[src/tpag_pkg.sv]
// Package for the tensor permute address generator.
// Types, register codes and fixed widths shared by all src files; no dependencies.
package tpag_pkg;

  // Fixed field and register widths
  localparam int OUT_W        = 24;
  localparam int AXIS_W       = 3;
  localparam int NUM_DIMS     = 6;
  localparam int ORDER_W      = 18;
  localparam int ORDER_FULL_W = 24;  // room for eight 3-bit axis codes
  localparam int RANK_W       = 3;
  localparam int DIM_REG_W    = 16;
  localparam int CFG_IDX_W    = 3;
  localparam int CFG_DATA_W   = 18;

  // Configuration register indexes
  localparam logic [CFG_IDX_W-1:0] REG_RANK       = 3'd0;
  localparam logic [CFG_IDX_W-1:0] REG_AXIS_ORDER = 3'd1;
  localparam logic [CFG_IDX_W-1:0] REG_DIM_0      = 3'd2;
  localparam logic [CFG_IDX_W-1:0] REG_DIM_5      = 3'd7;

  // Register reset values (identity permutation, rank 6, unit sizes)
  localparam logic [RANK_W-1:0]    RANK_RST  = 3'd6;
  localparam logic [ORDER_W-1:0]   ORDER_RST = 18'd181896;
  localparam logic [DIM_REG_W-1:0] DIM_RST   = 16'd1;

  // Controller states
  typedef enum logic [2:0] {
    ST_IDLE,
    ST_SUF,
    ST_STR,
    ST_MAC,
    ST_FIN
  } ctrl_state_t;

  // Controller to datapath commands
  typedef struct packed {
    logic start;     // transaction accepted on the input channel
    logic restart;   // accepted transaction carries restart
    logic suf_step;  // one suffix-product step at idx
    logic str_step;  // latch stride of output axis idx
    logic mac_step;  // multiply-accumulate of output axis idx
    logic fin;       // load result register, advance counters
  } dp_cmd_t;

  // Datapath to controller status
  typedef struct packed {
    logic out_free;  // result register can take a new result this cycle
  } dp_status_t;

endpackage

[src/tensor_permute_address_gen.sv]
// Tensor permute address generator: for each input transaction it returns, in destination
// order, the source offset of one element of a permuted row-major tensor, its linear
// destination index and a last flag; the pass wraps to element 0 after the last element.
// Timing depends on the rank in use (zero counts as one, saturated at MAX_RANK). A
// transaction without restart is accepted, then runs one multiply-accumulate per axis
// on the single shared multiplier, then a result load. A restart transaction first runs
// one suffix product per axis in use on that multiplier, then latches MAX_RANK strides.
// A finished result waits in an output register while the next transaction is taken. The
// result load stalls while that register still holds an unaccepted result. Configuration
// writes take effect at once; strides change only on restart.
// Depends on tpag_pkg, tpag_cfg, tpag_ctrl and tpag_dp.
module tensor_permute_address_gen import tpag_pkg::*; #(
  parameter int MAX_RANK  = 6,
  parameter int ADDR_BITS = 24,
  parameter int DIM_BITS  = 16
) (
  input  logic                  clk,
  input  logic                  rst_n,
  input  logic                  in_valid,
  output logic                  in_ready,
  input  logic                  in_restart,
  output logic                  out_valid,
  input  logic                  out_ready,
  output logic [OUT_W-1:0]      out_src_offset,
  output logic [OUT_W-1:0]      out_dst_index,
  output logic                  out_last,
  input  logic                  cfg_we,
  input  logic [CFG_IDX_W-1:0]  cfg_index,
  input  logic [CFG_DATA_W-1:0] cfg_wdata
);

  localparam int IDX_W = $clog2(MAX_RANK);
  localparam int RK_W  = $clog2(MAX_RANK + 1);

  dp_cmd_t             cmd;
  dp_status_t          status;
  logic [IDX_W-1:0]    idx;
  logic [RK_W-1:0]     er;
  logic [AXIS_W-1:0]   src_axis;
  logic [AXIS_W-1:0]   size_addr;
  logic [DIM_BITS-1:0] size_rd;

  // Configuration registers
  tpag_cfg #(
    .MAX_RANK (MAX_RANK),
    .DIM_BITS (DIM_BITS)
  ) u_cfg (
    .clk       (clk),
    .rst_n     (rst_n),
    .cfg_we    (cfg_we),
    .cfg_index (cfg_index),
    .cfg_wdata (cfg_wdata),
    .idx       (idx),
    .size_addr (size_addr),
    .er        (er),
    .src_axis  (src_axis),
    .size_rd   (size_rd)
  );

  // Sequencer
  tpag_ctrl #(
    .MAX_RANK (MAX_RANK)
  ) u_ctrl (
    .clk        (clk),
    .rst_n      (rst_n),
    .in_valid   (in_valid),
    .in_restart (in_restart),
    .in_ready   (in_ready),
    .er         (er),
    .status     (status),
    .cmd        (cmd),
    .idx        (idx)
  );

  // Counters, strides and offset arithmetic
  tpag_dp #(
    .MAX_RANK  (MAX_RANK),
    .ADDR_BITS (ADDR_BITS),
    .DIM_BITS  (DIM_BITS)
  ) u_dp (
    .clk            (clk),
    .rst_n          (rst_n),
    .cmd            (cmd),
    .idx            (idx),
    .er             (er),
    .src_axis       (src_axis),
    .size_rd        (size_rd),
    .size_addr      (size_addr),
    .out_ready      (out_ready),
    .out_valid      (out_valid),
    .out_src_offset (out_src_offset),
    .out_dst_index  (out_dst_index),
    .out_last       (out_last),
    .status         (status)
  );

endmodule

[src/tpag_cfg.sv]
// Configuration register file of the tensor permute address generator.
// Depends on tpag_pkg; provides effective rank, axis lookup and size lookup.
module tpag_cfg import tpag_pkg::*; #(
  parameter int MAX_RANK = 6,
  parameter int DIM_BITS = 16,
  localparam int IDX_W = $clog2(MAX_RANK),
  localparam int RK_W  = $clog2(MAX_RANK + 1)
) (
  input  logic                  clk,
  input  logic                  rst_n,
  input  logic                  cfg_we,
  input  logic [CFG_IDX_W-1:0]  cfg_index,
  input  logic [CFG_DATA_W-1:0] cfg_wdata,
  input  logic [IDX_W-1:0]      idx,
  input  logic [AXIS_W-1:0]     size_addr,
  output logic [RK_W-1:0]       er,
  output logic [AXIS_W-1:0]     src_axis,
  output logic [DIM_BITS-1:0]   size_rd
);

  logic [RANK_W-1:0]       rank_r;
  logic [ORDER_W-1:0]      order_r;
  logic [DIM_REG_W-1:0]    dim_r [NUM_DIMS];
  logic [CFG_IDX_W-1:0]    dim_sel;
  logic [ORDER_FULL_W-1:0] order_full;
  logic [DIM_BITS-1:0]     dim_masked;

  assign dim_sel = cfg_index - REG_DIM_0;

  // Register writes
  always_ff @(posedge clk) begin
    if (!rst_n) begin
      rank_r  <= RANK_RST;
      order_r <= ORDER_RST;
      for (int i = 0; i < NUM_DIMS; i++) begin
        dim_r[i] <= DIM_RST;
      end
    end else if (cfg_we) begin
      unique case (cfg_index) inside
        REG_RANK:               rank_r         <= cfg_wdata[RANK_W-1:0];
        REG_AXIS_ORDER:         order_r        <= cfg_wdata;
        [REG_DIM_0:REG_DIM_5]:  dim_r[dim_sel] <= cfg_wdata[DIM_REG_W-1:0];
      endcase
    end
  end

  // Effective rank: zero reads as one, saturate at MAX_RANK
  always_comb begin
    if (rank_r == '0) begin
      er = RK_W'(1);
    end else if (int'(rank_r) > MAX_RANK) begin
      er = RK_W'(MAX_RANK);
    end else begin
      er = RK_W'(rank_r);
    end
  end

  // Source axis of output axis idx; codes past the register read as zero
  assign order_full = ORDER_FULL_W'(order_r);
  assign src_axis   = order_full[AXIS_W*idx +: AXIS_W];

  // Source size lookup; zero size and axes without a register read as one
  always_comb begin
    size_rd    = DIM_BITS'(1);
    dim_masked = '0;
    if (int'(size_addr) < NUM_DIMS) begin
      dim_masked = DIM_BITS'(dim_r[size_addr]);
      if (dim_masked != '0) begin
        size_rd = dim_masked;
      end
    end
  end

endmodule

[src/tpag_ctrl.sv]
// Controller of the tensor permute address generator.
// Depends on tpag_pkg; sequences stride setup and the per-axis offset walk.
module tpag_ctrl import tpag_pkg::*; #(
  parameter int MAX_RANK = 6,
  localparam int IDX_W = $clog2(MAX_RANK),
  localparam int RK_W  = $clog2(MAX_RANK + 1)
) (
  input  logic             clk,
  input  logic             rst_n,
  input  logic             in_valid,
  input  logic             in_restart,
  output logic             in_ready,
  input  logic [RK_W-1:0]  er,
  input  dp_status_t       status,
  output dp_cmd_t          cmd,
  output logic [IDX_W-1:0] idx
);

  ctrl_state_t      state_r, state_nxt;
  logic [IDX_W-1:0] idx_r, idx_nxt;
  logic             er_last;
  logic             idx_max;

  assign idx      = idx_r;
  assign er_last  = (idx_r == IDX_W'(er - 1'b1));
  assign idx_max  = (idx_r == IDX_W'(MAX_RANK - 1));

  // State and axis index registers
  always_ff @(posedge clk) begin
    if (!rst_n) begin
      state_r <= ST_IDLE;
      idx_r   <= '0;
    end else begin
      state_r <= state_nxt;
      idx_r   <= idx_nxt;
    end
  end

  // Next state and commands
  always_comb begin
    state_nxt = state_r;
    idx_nxt   = idx_r;
    cmd       = '0;
    in_ready  = 1'b0;
    unique case (state_r)
      ST_IDLE: begin
        in_ready = 1'b1;
        if (in_valid) begin
          cmd.start   = 1'b1;
          cmd.restart = in_restart;
          if (in_restart) begin
            idx_nxt   = IDX_W'(er - 1'b1);
            state_nxt = ST_SUF;
          end else begin
            idx_nxt   = '0;
            state_nxt = ST_MAC;
          end
        end
      end
      // suffix products, innermost source axis first
      ST_SUF: begin
        cmd.suf_step = 1'b1;
        if (idx_r == '0) begin
          state_nxt = ST_STR;
        end else begin
          idx_nxt = idx_r - 1'b1;
        end
      end
      // one stride per output axis
      ST_STR: begin
        cmd.str_step = 1'b1;
        if (idx_max) begin
          idx_nxt   = '0;
          state_nxt = ST_MAC;
        end else begin
          idx_nxt = idx_r + 1'b1;
        end
      end
      // offset accumulation over axes in use
      ST_MAC: begin
        cmd.mac_step = 1'b1;
        if (er_last) begin
          state_nxt = ST_FIN;
        end else begin
          idx_nxt = idx_r + 1'b1;
        end
      end
      ST_FIN: begin
        if (status.out_free) begin
          cmd.fin   = 1'b1;
          state_nxt = ST_IDLE;
        end
      end
      default: state_nxt = ST_IDLE;
    endcase
  end

endmodule

[src/tpag_dp.sv]
// Datapath of the tensor permute address generator.
// Depends on tpag_pkg; holds counters, strides, the shared multiplier and the result register.
module tpag_dp import tpag_pkg::*; #(
  parameter int MAX_RANK  = 6,
  parameter int ADDR_BITS = 24,
  parameter int DIM_BITS  = 16,
  localparam int IDX_W = $clog2(MAX_RANK),
  localparam int RK_W  = $clog2(MAX_RANK + 1)
) (
  input  logic                 clk,
  input  logic                 rst_n,
  input  dp_cmd_t              cmd,
  input  logic [IDX_W-1:0]     idx,
  input  logic [RK_W-1:0]      er,
  input  logic [AXIS_W-1:0]    src_axis,
  input  logic [DIM_BITS-1:0]  size_rd,
  output logic [AXIS_W-1:0]    size_addr,
  input  logic                 out_ready,
  output logic                 out_valid,
  output logic [OUT_W-1:0]     out_src_offset,
  output logic [OUT_W-1:0]     out_dst_index,
  output logic                 out_last,
  output dp_status_t           status
);

  logic [DIM_BITS-1:0]           cnt_r    [MAX_RANK];
  logic [DIM_BITS-1:0]           cnt_nxt  [MAX_RANK];
  logic [ADDR_BITS-1:0]          stride_r [MAX_RANK];
  logic [ADDR_BITS-1:0]          suf_r    [MAX_RANK];
  logic [DIM_BITS-1:0]           osz_r    [MAX_RANK];
  logic                          wrap     [MAX_RANK];
  logic [ADDR_BITS-1:0]          run_r;
  logic [ADDR_BITS-1:0]          prod_r;
  logic [ADDR_BITS-1:0]          acc_r;
  logic [ADDR_BITS-1:0]          dest_r;
  logic                          out_valid_r;
  logic [OUT_W-1:0]              out_off_r;
  logic [OUT_W-1:0]              out_dst_r;
  logic                          out_last_r;
  logic                          src_in_rank;
  logic                          axis_in_rank;
  logic [ADDR_BITS-1:0]          mul_a;
  logic [DIM_BITS-1:0]           mul_b;
  logic [ADDR_BITS+DIM_BITS-1:0] mul_full;
  logic [ADDR_BITS-1:0]          mul_lo;
  logic [DIM_BITS-1:0]           osz_cur;
  logic [ADDR_BITS-1:0]          stride_sel;
  logic [ADDR_BITS-1:0]          offset_sum;
  logic                          all_wrap;

  assign src_in_rank  = int'(src_axis) < int'(er);
  assign axis_in_rank = int'(idx) < int'(er);

  // Size lookup: source axis idx during suffix steps, else the permuted axis
  assign size_addr = cmd.suf_step ? AXIS_W'(idx) : src_axis;

  // Shared multiplier, truncated modulo 2^ADDR_BITS
  assign mul_a    = cmd.suf_step ? run_r : stride_r[idx];
  assign mul_b    = cmd.suf_step ? size_rd : cnt_r[idx];
  assign mul_full = mul_a * mul_b;
  assign mul_lo   = mul_full[ADDR_BITS-1:0];

  // Output axis size; an out-of-range source axis has size one and stride zero
  assign osz_cur    = src_in_rank ? size_rd : DIM_BITS'(1);
  assign stride_sel = (axis_in_rank && src_in_rank) ? suf_r[src_axis[IDX_W-1:0]] : '0;

  assign offset_sum = acc_r + prod_r;

  // Per-axis wrap detect; counters at or past their size carry
  always_comb begin
    for (int k = 0; k < MAX_RANK; k++) begin
      wrap[k] = ({1'b0, cnt_r[k]} + 1'b1) >= {1'b0, osz_r[k]};
    end
  end

  // Carry from innermost axis outward; full carry means last element
  always_comb begin
    all_wrap = 1'b1;
    for (int k = MAX_RANK - 1; k >= 0; k--) begin
      cnt_nxt[k] = cnt_r[k];
      if (k < int'(er)) begin
        if (all_wrap) begin
          cnt_nxt[k] = wrap[k] ? '0 : cnt_r[k] + 1'b1;
        end
        all_wrap = all_wrap & wrap[k];
      end
    end
  end

  // Control state: counters, strides, destination index, result valid
  always_ff @(posedge clk) begin
    if (!rst_n) begin
      for (int k = 0; k < MAX_RANK; k++) begin
        cnt_r[k]    <= '0;
        stride_r[k] <= '0;
      end
      dest_r      <= '0;
      out_valid_r <= 1'b0;
    end else begin
      if (cmd.start && cmd.restart) begin
        for (int k = 0; k < MAX_RANK; k++) begin
          cnt_r[k] <= '0;
        end
        dest_r <= '0;
      end
      if (cmd.str_step) begin
        stride_r[idx] <= stride_sel;
      end
      if (cmd.fin) begin
        for (int k = 0; k < MAX_RANK; k++) begin
          cnt_r[k] <= cnt_nxt[k];
        end
        dest_r      <= all_wrap ? '0 : dest_r + 1'b1;
        out_valid_r <= 1'b1;
      end else if (out_ready) begin
        out_valid_r <= 1'b0;
      end
    end
  end

  // Working registers and result payload
  always_ff @(posedge clk) begin
    if (cmd.start) begin
      acc_r  <= '0;
      prod_r <= '0;
    end
    if (cmd.start && cmd.restart) begin
      run_r <= ADDR_BITS'(1);
    end
    if (cmd.suf_step) begin
      suf_r[idx] <= run_r;
      run_r      <= mul_lo;
    end
    if (cmd.mac_step) begin
      prod_r     <= mul_lo;
      acc_r      <= offset_sum;
      osz_r[idx] <= osz_cur;
    end
    if (cmd.fin) begin
      out_off_r  <= OUT_W'(offset_sum);
      out_dst_r  <= OUT_W'(dest_r);
      out_last_r <= all_wrap;
    end
  end

  assign out_valid       = out_valid_r;
  assign out_src_offset  = out_off_r;
  assign out_dst_index   = out_dst_r;
  assign out_last        = out_last_r;
  assign status.out_free = !out_valid_r || out_ready;

endmodule

[config.mk]
export PLATFORM = sky130hd
export DESIGN_NAME = tensor_permute_address_gen
export DESIGN_NICKNAME = d
export VERILOG_FILES = /design/src/tpag_pkg.sv /design/src/tensor_permute_address_gen.sv /design/src/tpag_cfg.sv /design/src/tpag_ctrl.sv /design/src/tpag_dp.sv
export SDC_FILE = /design/constraint.sdc
export NUM_CORES = 2
export LEC_CHECK = 0
export ABC_AREA = 0
export BUFFER_PORTS_ARGS = -buffer_cell sky130_fd_sc_hd__buf_4
export CORE_MARGIN = 2
export CORE_UTILIZATION = 30
export CTS_CLUSTER_SIZE = 30
export DETAILED_ROUTE_END_ITERATION = 8
export GPL_ROUTABILITY_DRIVEN = 0
export SKIP_LAST_GASP = 1
export SLEW_MARGIN = 20
export SYNTH_ARGS = -nofsm -noshare
export SYNTH_HDL_FRONTEND = slang
export SYNTH_HIERARCHICAL = 1
export SYNTH_SLANG_ARGS = --single-unit
[constraint.sdc]
create_clock -name clk -period 25.8 [get_ports clk]
set_input_delay 3.87 -clock clk [delete_from_list [all_inputs] [get_ports clk]]
set_output_delay 3.87 -clock clk [all_outputs]
set_load 0.02 [all_outputs]
==> key figures <==
Clock network
  – Number of setup buffers added after CTS: 0
  – Post-cts gate resize count: 0
  – # hold bufs at CTS: 0
  – H-tree Lvls: 3
  – Maximum clock path buffer count: 3
  – Root Buffer: clkbuf_16
  – Clk_lat worst skew: 0.70 ns
  – Cts bufs inserted: 87
  – Clk pin slew, worst setup/hold paths: 0.06 ns
  – CTS tree: built
  – Sink Count: 829

Synthesis
  – Post-Syn Area: 0.0466 mm²
  – Synth warn: 6
  – Asr flop ratio synth: 0
  – Synth unique cells: 87
  – Mean Syn Cell Area: 12.0 µm²
  – Post-synthesis sequential area ratio: 0.523
  – Post-Syn Nets: 4,304
  – Top cells by area, synth: edfxtp_1 (50%), fa_1 (8.3%), ha_1 (5.2%)
  – Synthesized flop and latch total: 829
  – Syn Inst Count: 3,891
  – Post-synth top area share: 0.501
  – Most used flip-flop cell after synthesis: edfxtp_1
  – Yosys top cell by area: edfxtp_1
  – EDFF count, synth: 777

Setup path
  – Critical path's slowest cell: nor2_2
  – Critical Path RT: 26.24 ns
  – CP Max Fanout: 42
  – Crit start category: flop
  – Worst Setup End Kind: flop
  – Cell mode on critical path: fa_1
  – Worst Setup Path Type: reg2reg
  – Worst path max stage delay: 0.75 ns
  – Arr. time, crit path: 10.58 ns

Cells and area
  – Synth-to-Final Area Change: 12.8%
  – Share of layout cells above drive strength 1: 0.108
  – Final Net Count: 4,381
  – Commonest non-fill, non-tap cell in the layout: edfxtp_1
  – Most frequent cells in the layout: edfxtp_1 (777), inv_1 (409), nor2_1 (359)

Routing
  – DRT iter0 DRCs: 2,804
  – DRC viols: 0
  – Drt first pass iters: 5
  – Via count: 30,400
  – Final ANT Viol Nets: 0
  – DRT Wirelength: 127 mm
  – Vias per cell: 4.99
  – WL per Instance: 20.8 µm

Floorplan
  – Die W: 398 µm
  – Initial core utilization: 0.302
  – Row count: 144
  – Die Y: 398 µm
  – Die footprint: 0.158 mm²
  – Core ar.: 0.154 mm²
  – Number of top-level pins: 78

Hold path
  – Worst Hold Class: reg2reg

STA
  – Final Max Tran Viols: 0
  – Least-Margin Pin Slew: 1.23 ns
  – Final Critical Period: 10.14 ns
  – RSZ-0062 raised after global routing: no
  – Setup TNS: 0 ns
  – Setup-failing EPs final: 0
  – Hold Vio Cnt, Final: 0
  – Clk_skew: 0.0337 ns
  – F_max: 0.0986 GHz
  – Final Cycle Share: 0.393
  – Slew HR: 0.171

GRT
  – Global route total overflow: 0
  – Largest net degree at the start of global routing: 57
  – Initial antenna violation count: 8
  – GRT Total Usage: 0.159
  – First-pass GRT wire length: 192 mm
  – Vias in the first global route: 30,700

Run
  – Max cap viols: 0

Placement
  – Post-DP HPWL: 88.3 mm
  – I/O Buffers: 77

Outcome
  – Outcome: finished clean
## Yosys cell counts (all sizes together), types with 24 or more instances
cell,instances
edfxtp,777
inv,411
nor2,366
nand2,330
fa,193
ha,193
and2,133
mux2i,127
clkbuf,109
xnor2,105
a21oi,98
nor2b,97
and3,82
o21ai,76
nand3,73
buf,58
mux2,58
xor2,54
dfxtp,52
nand2b,52
a22oi,44
a221oi,42
mux4,40
a21o,38
o211ai,33
nand4,27
a31oi,24
o21a,24
## per-layer routing
| metal | up-vias | share of wire | global-route usage |
|---|---|---|---|
| met2 | 1121 | 0.48 | 0.263 |
| met4 | 4 | 0.030 | 0.0553 |
| li1 | 13800 | - | - |
| met1 | 15200 | 0.42 | 0.213 |
| met5 | - | 0.00018 | 0 |
| met3 | 206 | 0.069 | 0.0233 |
## worst paths after layout
| kind | endpoint | depth (start not counted) | slack [ns] | start |
|---|---|---|---|---|
| worst max-delay path | u_dp/prod_r[22] | 30 | 15.66 | u_ctrl/state_r[0] |
| worst min-delay path | u_cfg/order_r[4] | 2 | 0.46 | u_cfg/order_r[4] |
| worst max register to register | u_dp/prod_r[22] | 30 | 15.66 | u_ctrl/state_r[0] |
| worst min register to register | u_cfg/order_r[4] | 2 | 0.46 | u_cfg/order_r[4] |
## worst max-delay path, delay by kind of cell, from the launching register on
family	cells	cell delay [ns]
muxes	2	0.96
xor gates and xnor gates	1	0.09
AOI/OAI and AO/OA	7	1.52
DFF	1	0.56
adders and majority gates	7	3.55
buffers and inverters	6	1.39
and+or+nand+nor	7	1.80
## kinds of logic (layout without fill, tap and decap cells)
kind of cell             after synthesis  after routing  share of synthesized area
AO/OA/AOI/OAI                        498            498                     0.0749
XOR/XNOR                             162            162                     0.0314
adder cells (fa/ha/maj)              387            387                      0.135
buffers and inverters                578            728                     0.0501
flip-flops                           829            829                      0.523
multiplexers                         225            225                     0.0611
other                                  0              3                          0
AND/OR/NAND/NOR                     1212           1212                      0.124
## layout make-up
cell class / count / area [µm²]
multi-input cells: 2484 / 20000
clock buffers: 109 / 2360
repair buffers: 155 / 1180
fillers: 15200 / 102000
well taps: 2044 / 2560
inverters: 411 / 1540
clock inverters: 53 / 455
flip-flops and latches: 829 / 24400
diodes: 3 / 7.51
## flip-flops by register name, indices dropped and copies added (netlist names), 96 cells and up
signal / cells
u_cfg/dim_r: 128
u_dp/cnt_r: 96
u_dp/stride_r: 192
u_dp/suf_r: 144
u_dp/osz_r: 96
## through the flow
stage	util	hold WS (ns)	cells	area [µm²]	setup WS (ns)
after floorplan	-	0.430	3891	46600	16.41
after global placement	0.322	0.450	5922	49700	15.78
after detailed placement	0.323	0.457	5923	49700	15.73
after CTS	0.341	0.465	6085	52500	15.69
after global routing	0.341	0.482	6085	52500	15.11
final	0.341	0.464	6088	52500	15.66
Power is not shown: default switching activity piles up to over one toggle a cycle in this logic, so the estimate is an artifact.
